[src/design/qvr_pkg.sv]
`default_nettype none
package qvr_pkg;

  // Vector component width and quaternion fraction bits.
  parameter int VECTOR_WIDTH   = 24;
  parameter int QUAT_FRAC_BITS = 15;

  // Quaternion component width (one sign/integer bit plus the fraction).
  localparam int QW = QUAT_FRAC_BITS + 1;
  // Product of a quaternion component and a vector component.
  localparam int P1W = QW + VECTOR_WIDTH;
  // Sum of three such products.
  localparam int TW = P1W + 2;
  // Product of an intermediate component and a quaternion component.
  localparam int P2W = TW + QW;
  // Sum of four such products plus the rounding constant.
  localparam int RW = P2W + 2;
  // Final scaling shift.
  localparam int SHIFT = 2 * QUAT_FRAC_BITS;
  // Width of the accumulator after the shift.
  localparam int SW = RW - SHIFT;

  typedef struct packed {
    logic signed [QW-1:0] x;
    logic signed [QW-1:0] y;
    logic signed [QW-1:0] z;
    logic signed [QW-1:0] w;
  } quat_t;

  typedef struct packed {
    logic signed [VECTOR_WIDTH-1:0] x;
    logic signed [VECTOR_WIDTH-1:0] y;
    logic signed [VECTOR_WIDTH-1:0] z;
  } vec_t;

  // Intermediate product t = q * (v, 0).
  typedef struct packed {
    logic signed [TW-1:0] x;
    logic signed [TW-1:0] y;
    logic signed [TW-1:0] z;
    logic signed [TW-1:0] w;
  } tquat_t;

  // Unscaled vector part of t * conj(q), rounding constant already added.
  typedef struct packed {
    logic signed [RW-1:0] x;
    logic signed [RW-1:0] y;
    logic signed [RW-1:0] z;
  } acc_t;

  function automatic logic signed [P1W-1:0] mul_qv(input logic signed [QW-1:0] a,
                                                   input logic signed [VECTOR_WIDTH-1:0] b);
    mul_qv = P1W'(a) * P1W'(b);
  endfunction

  function automatic logic signed [P2W-1:0] mul_tq(input logic signed [TW-1:0] a,
                                                   input logic signed [QW-1:0] b);
    mul_tq = P2W'(a) * P2W'(b);
  endfunction

endpackage
`default_nettype wire

[src/design/qvr_round_sat.sv]
`default_nettype none
module qvr_round_sat import qvr_pkg::*; (
  input  wire logic clk,
  input  wire logic rst_n,
  input  wire logic in_valid,
  output logic      in_ready,
  input  wire acc_t acc_in,
  output logic      out_valid,
  input  wire logic out_ready,
  output vec_t      v_out,
  output logic      sat_out
);

  localparam logic signed [VECTOR_WIDTH-1:0] VMAX = {1'b0, {(VECTOR_WIDTH-1){1'b1}}};
  localparam logic signed [VECTOR_WIDTH-1:0] VMIN = {1'b1, {(VECTOR_WIDTH-1){1'b0}}};

  logic v_r;
  vec_t data_r, v_nxt;
  logic sat_r, sat_nxt;
  logic sx, sy, sz;

  // The value fits when every bit above the result's sign bit equals it.
  function automatic logic fits(input logic signed [RW-1:0] a);
    logic [SW-VECTOR_WIDTH:0] top;
    top  = a[RW-1:SHIFT+VECTOR_WIDTH-1];
    fits = (&top) || !(|top);
  endfunction

  function automatic logic signed [VECTOR_WIDTH-1:0] clip(input logic signed [RW-1:0] a);
    if (fits(a)) clip = a[SHIFT+VECTOR_WIDTH-1:SHIFT];
    else if (a[RW-1]) clip = VMIN;
    else clip = VMAX;
  endfunction

  always_comb begin
    sx        = !fits(acc_in.x);
    sy        = !fits(acc_in.y);
    sz        = !fits(acc_in.z);
    v_nxt.x   = clip(acc_in.x);
    v_nxt.y   = clip(acc_in.y);
    v_nxt.z   = clip(acc_in.z);
    sat_nxt   = sx || sy || sz;
  end

  assign in_ready = !v_r || out_ready;

  always_ff @(posedge clk) begin
    if (!rst_n) begin
      v_r <= 1'b0;
    end else if (in_ready) begin
      v_r <= in_valid;
    end
  end

  always_ff @(posedge clk) begin
    if (in_ready && in_valid) begin
      data_r <= v_nxt;
      sat_r  <= sat_nxt;
    end
  end

  assign out_valid = v_r;
  assign v_out     = data_r;
  assign sat_out   = sat_r;

endmodule
`default_nettype wire

[config.mk]
export PLATFORM = sky130hd
export DESIGN_NAME = qvr_round_sat
export DESIGN_NICKNAME = d
export VERILOG_FILES = /design/src/design/qvr_pkg.sv /design/src/design/qvr_round_sat.sv
export SDC_FILE = /design/constraint.sdc
export NUM_CORES = 1
export LEC_CHECK = 0
export BUFFER_PORTS_ARGS = -buffer_cell sky130_fd_sc_hd__buf_4
export CORE_MARGIN = 8
export CORE_UTILIZATION = 41
export DETAILED_ROUTE_END_ITERATION = 10
export PLACE_DENSITY = 0.84
export SLEW_MARGIN = 0
export SYNTH_ARGS = -nofsm -noshare
export SYNTH_HDL_FRONTEND = slang
export SYNTH_SLANG_ARGS = --single-unit
[constraint.sdc]
create_clock -name clk -period 4.3 [get_ports clk]
set_clock_uncertainty 0.05 [all_clocks]
set_input_delay 0.86 -clock clk [delete_from_list [all_inputs] [get_ports clk]]
set_output_delay 0.86 -clock clk [all_outputs]
set_load 0.03 [all_outputs]
After elaboration in Yosys (flattened, before gate mapping)
Cells that the tools add are included.
{ "op_classes": {"addsub": 0, "multipliers": 0, "div_mod_pow": 0, "n_lt_le_gt_ge": 0, "n_eq_ne": 0, "shifts": 0, "muxes": 6, "bitwise": 0, "reduce_logical": 20} }
{ "ops": {"columns": ["cell", "n"], "rows": [
  ["24-bit two-way mux", 6],
  ["7-bit AND reduction", 3],
  ["7-bit OR reduction", 3],
  ["1-bit zero test", 7],
  ["1-bit logical OR", 6],
  ["1-bit logical AND", 1]
]} }
{ "word_totals": {"ff_bits": 74, "latch_bits": 0, "mem_bits_rw": 0, "romBits": 0, "in_bits": 184, "output_inout_bits": 75, "mem_count": 0} }

Logic depth before layout (Yosys ltp)
Gate-level depths: netlist (run 1).
{ "depth": {"ltp_word": 6, "mapped_depth": 5} }

Least setup slack after synthesis (run 1)
No wires, ideal clock.
{ "synth_path": {"path_kind": "input-to-reg", "from": "in out_ready", "to": "reg sat_r, in the netlist sat_out, enable pin", "setup_time_ns": 0.439, "arrival_time_ns": 2.946, "required_time_ns": 3.811, "setup_slack_ns": 0.865, "stages": 2, "path_buffers": 0, "path_cell_list": "nand2b_1 -> and2_1"} }
{ "synth_between": {"elab_chain_cells": 2} }
{ "synth_lines": {"columns": ["item", "line", "text"], "rows": [
  ["start, declared", "qvr_round_sat.sv:9", "input wire logic out_ready,"],
  ["1-bit logical OR", "qvr_round_sat.sv:45", "assign in_ready = !v_r || out_ready;"],
  ["1-bit logical AND", "qvr_round_sat.sv:56", "if (in_ready && in_valid) begin"],
  ["end signal, assigned", "qvr_round_sat.sv:58", "sat_r <= sat_nxt;"],
  ["end, declared", "qvr_round_sat.sv:19", "logic sat_r, sat_nxt;"]
]} }
No other way between the ends.
A chain may end at the register's enable or synchronous reset.

Final worst setup path (run 1)
{ "layout_path": {"from": "in out_ready", "to": "out in_ready"} }
{ "layout_between": {"elab_chain_cells": 1} }
{ "layout_lines": {"columns": ["item", "line", "text"], "rows": [
  ["1-bit logical OR", "qvr_round_sat.sv:45", null],
  ["end, declared", "qvr_round_sat.sv:6", "output logic in_ready,"]
]} }
No other way between the ends.

==> results.md, run 1 <==
* Syn avg cell area at 16.5 µm²
* Clock Root Buffer: clkbuf_8
* Power Total at roughly 1.7 mW
* Tmin final at between 2 and 2.5 ns
* Top post-synthesis cells by area: edfxtp_1, a21o_1, buf_6
* PwrDens at between 300 and 400 nW/µm²
* Clock transition at the registers of the reported paths at roughly 0.070 ns
* Num rows at 31
* Nets@finish at around 530
* Post-DR vias/cell at 4.90
* Peak VDD IR at between 0.0003 and 0.0004 V
* Initial antenna violation count at 0
* Ys Warns at 0
* RD Place Congestion at 0.749
* R2R setup slack at 2.61 ns
* Number of max-cap violations at 0
* Final setup fails at 0
* Worst Reg2Reg Path Length in Cells at 2
* Post-Layout Cell Count at ~450
* CP Max Fanout at 3
* Final WL at between 8000 and 9000 µm
* Utilization after layout at 62.4%
* Setup crit end: in_ready
* Status: finished, final reports clean
* Number of global-route vias before repair at between 2000 and 2500
* ANT cells at 0
* First-pass GRT wire length at approximately 13000 µm
* Worst Setup Start Kind: primary input
* Vias at between 2000 and 2500
* Initial drt markers at 66
* WP data required at around 3.4 ns
* Post-CTS setup buffers at 0
* Die width at a little over 100 µm
* Area growth syn-to-layout at 48.6%
* RSZ-0062 raised after global routing: no
* Setup crit start: out_ready
* Clock Latency Late Sink at ~0.33 ns
* P_leak at about 2.2 nW
* Netlist Area Pre-Place at roughly 3000 µm²
* Period utilization at just over 50%
* Number of detailed-route iterations in the first pass at 4
* Setup TNS at 0 ns
* DRC viols at 0
* Slew Limit Fails at 0
* Initial Utilization at 42.0%
* # H-tree levels at 3
* Cells after synthesis at between 150 and 200
* Leading cell type in the layout, fill and taps excluded: buf_4
* Seq/Total Area, Yosys at 73.0%
* DP Cell Count at between 400 and 500
* Fmax at approximately 450 MHz
* Slew HR at between 30 and 40%
* Top Ports at between 200 and 300
* Post-CTS Resized at 0
* GRT Util Overall at 16.0%
* Post-route ant nets at 0
* Sink Count at between 70 and 80
* Die H at 102 µm
* WL/cell at between 15 and 20 µm
* Layout cell share with drive strength beyond 1 at roughly 53%
* Buffers added on ports at about 170
* Final hold vios at 0
* Largest net degree at the start of global routing at 74
* Netlist cell types at 17
* CTS tree: done
* Crit path DAT at around 1.3 ns
* Core ar. at about 7200 µm²
* Area of the die at ~10000 µm²
* Least-Margin Pin Slew at between 1 and 1.5 ns
* Worst setup EP type: output port
* Synth Register Bits at 74
* Critical path class: in -> out
* FF-to-FF End: v_out[20]$_DFFE_PP_
* # hold bufs at CTS at 0
* Hold crit path type: reg -> reg
* CTS Buf Count at 9
* Fillers at 576
* Global route overflow at 0
* Net Count, Synth at around 370
* Worst reg2reg path startpoint: out_valid$_SDFFE_PN0N_
* Top cell type's share of synthesized area at between 70% and 80%
* Cell taking the most area after synthesis: edfxtp_1
* CTS max path bufs at 2
* Most frequent cells in the layout: buf_4, edfxtp_1, a21o_1
* Detailed placer's ending HPWL at around 6300 µm
[Yosys cell counts]
master and n:
nor4_1 3, a21boi_0 1, nand3_1 4, a21o_1 69, nand2b_1 1, nor3_1 3
dfxtp_1 1, nor2b_4 3, buf_4 6, and2_1 1, clkbuf_1 3, inv_1 1
buf_6 6, edfxtp_1 73, o21ai_2 3, nand2_1 3, nand4_1 3
[layout make-up]
cell class                      instances  area (µm²)  share of cell area, %
Inverter                                1        3.75                 0.0834
Multi-Input combinational cell         94         692                   15.4
Clock inverter                          6        80.1                   1.78
Clock buffer                           10         128                   2.84
Tap cell                               99         124                   2.75
Timing Repair Buffer                  168        1260                   28.0
Sequential cell                        74        2210                   49.2
[cells by family after synthesis]
| group | Yosys count | synth area share (%) |
|---|---|---|
| compound gates | 73 | 18.2 |
| simple gates | 21 | 4.54 |
| flops | 74 | 73.0 |
| buf+inv | 16 | 4.21 |
[metrics by stage]
stage,cell area (µm²),setup WS (ns),hold slack [ns]
3_3_place_gp,4290,1.93,0.503
4_1_cts,4500,2.07,0.541
5_1_grt,4500,2.03,0.562
2_1_floorplan,3030,0.865,0.835
6_report,4500,2.07,0.524
3_5_place_dp,4290,1.91,0.528
[critical path, stage by stage]
cell	delay [ns]
buf_4	0.11
nand2b_1	0.17
buf_4	0.18
[per-layer routing]
metal	part of all wire (%)	up-vias	wire [µm]	track usage (%)
li1	-	1035	-	-
met1	36	1030	3060	16.2
met2	45	137	3790	26.2
met3	17	13	1410	10.3
met4	1.6	0	131	5.87
met5	0	-	0	0
[how the worst min path moves through the flow]
stage | from | endpoint | depth (start not counted)
floorplan | out_valid$_SDFFE_PN0N_ | out_valid$_SDFFE_PN0N_ | 2
global placement | out_valid$_SDFFE_PN0N_ | out_valid$_SDFFE_PN0N_ | 2
detailed placement | out_valid$_SDFFE_PN0N_ | out_valid$_SDFFE_PN0N_ | 2
CTS | out_valid$_SDFFE_PN0N_ | out_valid$_SDFFE_PN0N_ | 2
global route | out_valid$_SDFFE_PN0N_ | out_valid$_SDFFE_PN0N_ | 2
finish | out_valid$_SDFFE_PN0N_ | out_valid$_SDFFE_PN0N_ | 2
[where the power goes]
group          internal [mW]  switching, mW
sequential             0.845         0.0115
combinational          0.127          0.163
clock                  0.323          0.241
total                   1.30          0.415
[state kept, by name, summed over array words and instances (netlist names)]
name,flops
v_out,72
out_valid,1
sat_out,1
Power figures use the tool's default switching activity.
==> inputs of run 2 (changes only) <==
Settings changed: CORE_UTILIZATION 41 to 38, PLACE_DENSITY 0.84 to 0.79.
Clock period 4.3 ns to 2.1 ns, I/O delays scaled along.
==> results.md, run 2 (synthesis results as in run 1) <==
* ANT cells at 0 (unchanged)
* Most frequent cells in the layout: buf_4, edfxtp_1, a21o_1 (unchanged)
* Slew HR at 35.1% (was 30.9%)
* Sink Count at 74 (unchanged)
* Post-CTS Resized at 0 (unchanged)
* Fmax at between 600 and 700 MHz
* Largest net degree at the start of global routing at 42 (was 74)
* GRT Util Overall at 14.8% (was 16.0%)
* Final WL at 8320 µm (was 8390 µm)
* WP data required at 2.08 ns (was 3.39 ns)
* CTS max path bufs at 2 (unchanged)
* Top Ports at 259 (unchanged)
* RD Place Congestion at 0.721 (was 0.749)
* Hold Path Sink: v_out[23]$_DFFE_PP_ (was out_valid$_SDFFE_PN0N_)
* PwrDens at 752 nW/µm² (was 380 nW/µm²)
* Max reg flops at 72 (unchanged)
* WL/cell at 18.2 µm (was 18.6 µm)
* P_leak at 2.19 nW (about the same)
* Num rows at 32 (was 31)
* Layout cell share with drive strength beyond 1 at 53.7% (was 53.0%)
* Max layer used: met4 (unchanged)
* Hold Path Depth at 1 (was 2)
* Initial antenna violation count at 0 (unchanged)
* Core ar. at 7730 µm² (was 7210 µm²)
* FF+latch area at 2210 µm² (unchanged)
* Area growth syn-to-layout at 49.1% (was 48.6%)
* Post-DR vias/cell at 4.84 (was 4.90)
* Initial drt markers at 45 (was 66)
* CTS Buf Count at 9 (unchanged)
* Buffers added on ports at 168 (unchanged)
* Number of global-route vias before repair at 2555 (was 2443)
* Vias at 2216 (was 2215)
* Area of the die at 11100 µm² (was 10400 µm²)
* Slew Limit Fails at 0 (unchanged)
* Setup TNS at 0 ns (unchanged)
* DRC viols at 0 (unchanged)
* Worst setup EP type: register (was output port)
* Number of detailed-route iterations in the first pass at 4 (unchanged)
* Global route overflow at 0 (unchanged)
* Die width at 105 µm (was 102 µm)
* RSZ-0062 raised after global routing: no (unchanged)
* Worst Setup Start Kind: primary input (unchanged)
* Setup crit start: acc_in[179] (was out_ready)
* Multi-input logic area at 692 µm² (unchanged)
* Clock Root Buffer: clkbuf_8 (unchanged)
* Met2 routed WL at 3890 µm (was 3790 µm)
* Final hold vios at 0 (unchanged)
* Post-route ant nets at 0 (unchanged)
* Peak VDD IR at 0.000459 V (was 0.000317 V)
* Period utilization at between 70% and 80%
* Worst reg2reg path startpoint: out_valid$_SDFFE_PN0N_ (unchanged)
* FF-to-FF End: v_out[22]$_DFFE_PP_ (was v_out[20]$_DFFE_PP_)
* Beginning of the worst hold path: acc_in[59] (was out_valid$_SDFFE_PN0N_)
* Post-CTS setup buffers at 0 (unchanged)
* Number of max-cap violations at 0 (unchanged)
* R2R setup slack at 0.73 ns (was 2.61 ns)
* Tmin final at approximately 1.6 ns
* Nets@finish at 535 (was 532)
* Status: finished, final reports clean (unchanged)
* First-pass GRT wire length at 13000 µm (was 12600 µm)
* Final setup fails at 0 (unchanged)
* Hold crit path type: in -> reg (was reg -> reg)
* # hold bufs at CTS at 0 (unchanged)
* Least-Margin Pin Slew at 0.974 ns (was 1.04 ns)
* Critical path class: in -> reg (was in -> out)
* Power Total at 3.40 mW (was 1.71 mW)
* Worst Reg2Reg Path Length in Cells at 3 (was 2)
* Leading cell type in the layout, fill and taps excluded: buf_4 (unchanged)
* Detailed placer's ending HPWL at 6470 µm (was 6350 µm)
* Met3 wire length at 1360 µm (was 1410 µm)
* # H-tree levels at 3 (unchanged)
* Crit path DAT at 1.56 ns (was 1.32 ns)
* Clock Latency Late Sink at 0.34 ns (was 0.33 ns)
* Fillers at 622 (was 576)
* CTS tree: done (unchanged)
* Clock transition at the registers of the reported paths at 0.07 ns (about the same)
* Wl on met1 at 2940 µm (was 3060 µm)
* Die H at 105 µm (was 102 µm)
* Initial Utilization at 39.2% (was 42.0%)
* CP Max Fanout at 24 (was 3)
## run 2: cell types whose count changed in the layout (fill, tap and decap cells not counted)
| cell | delta |
|---|---|
| buf_12 | +1 |
| buf_4 | +2 |
| bufinv_16 | -1 |
| clkinv_1 | -1 |
| clkinv_2 | +1 |
| clkinvlp_4 | +2 |
| inv_6 | -1 |
## run 2: power breakdown
group | internal [mW] | leakage (nW) | switching, mW
combinational | 0.268 | 1.39 | 0.332
clock | 0.539 | 0.0874 | 0.504
sequential | 1.73 | 0.713 | 0.0240
## run 2: cell type report
class,instances,area share [%]
Sequential cell,74,49.0
Timing Repair Buffer,171,28.7
Multi-Input combinational cell,94,15.3
Clock buffer,10,2.83
Tap cell,102,2.83
Clock inverter,6,1.27
Inverter,1,0.0831
## run 2: through the flow
stage / hold slack [ns] / cells / setup slack (ns) / instance area (µm²) / utilization (%)
after CTS: 0.231 / 458 / 0.529 / 4520 / 58.5
after global placement: 0.538 / 442 / 0.233 / 4330 / 56.1
after global routing: 0.234 / 458 / 0.417 / 4520 / 58.5
after floorplan: 0.509 / 184 / 0.269 / 3030 / -
final: 0.251 / 458 / 0.521 / 4520 / 58.5
after detailed placement: 0.524 / 442 / 0.203 / 4330 / 56.1
## run 2: worst max-delay path by stage
stage                             end  slack (ns)
floorplan           sat_out$_DFFE_PP_        0.27
detailed placement  sat_out$_DFFE_PP_        0.20
global placement    sat_out$_DFFE_PP_        0.23
global route        sat_out$_DFFE_PP_        0.42
CTS                 sat_out$_DFFE_PP_        0.53
finish              sat_out$_DFFE_PP_        0.52
## run 2: worst max-delay path, stage by stage
cell and delay [ns]:
buf_4 0.11, nand3_1 0.08, o21ai_2 0.78, nand3_1 0.16
## run 2: routing by layer
metal / global-route usage, % / vias to the layer above
met5: 0 / -
met4: 6.22 / 0
met3: 10.0 / 12
met2: 23.9 / 122
met1: 14.6 / 1035
li1: - / 1047
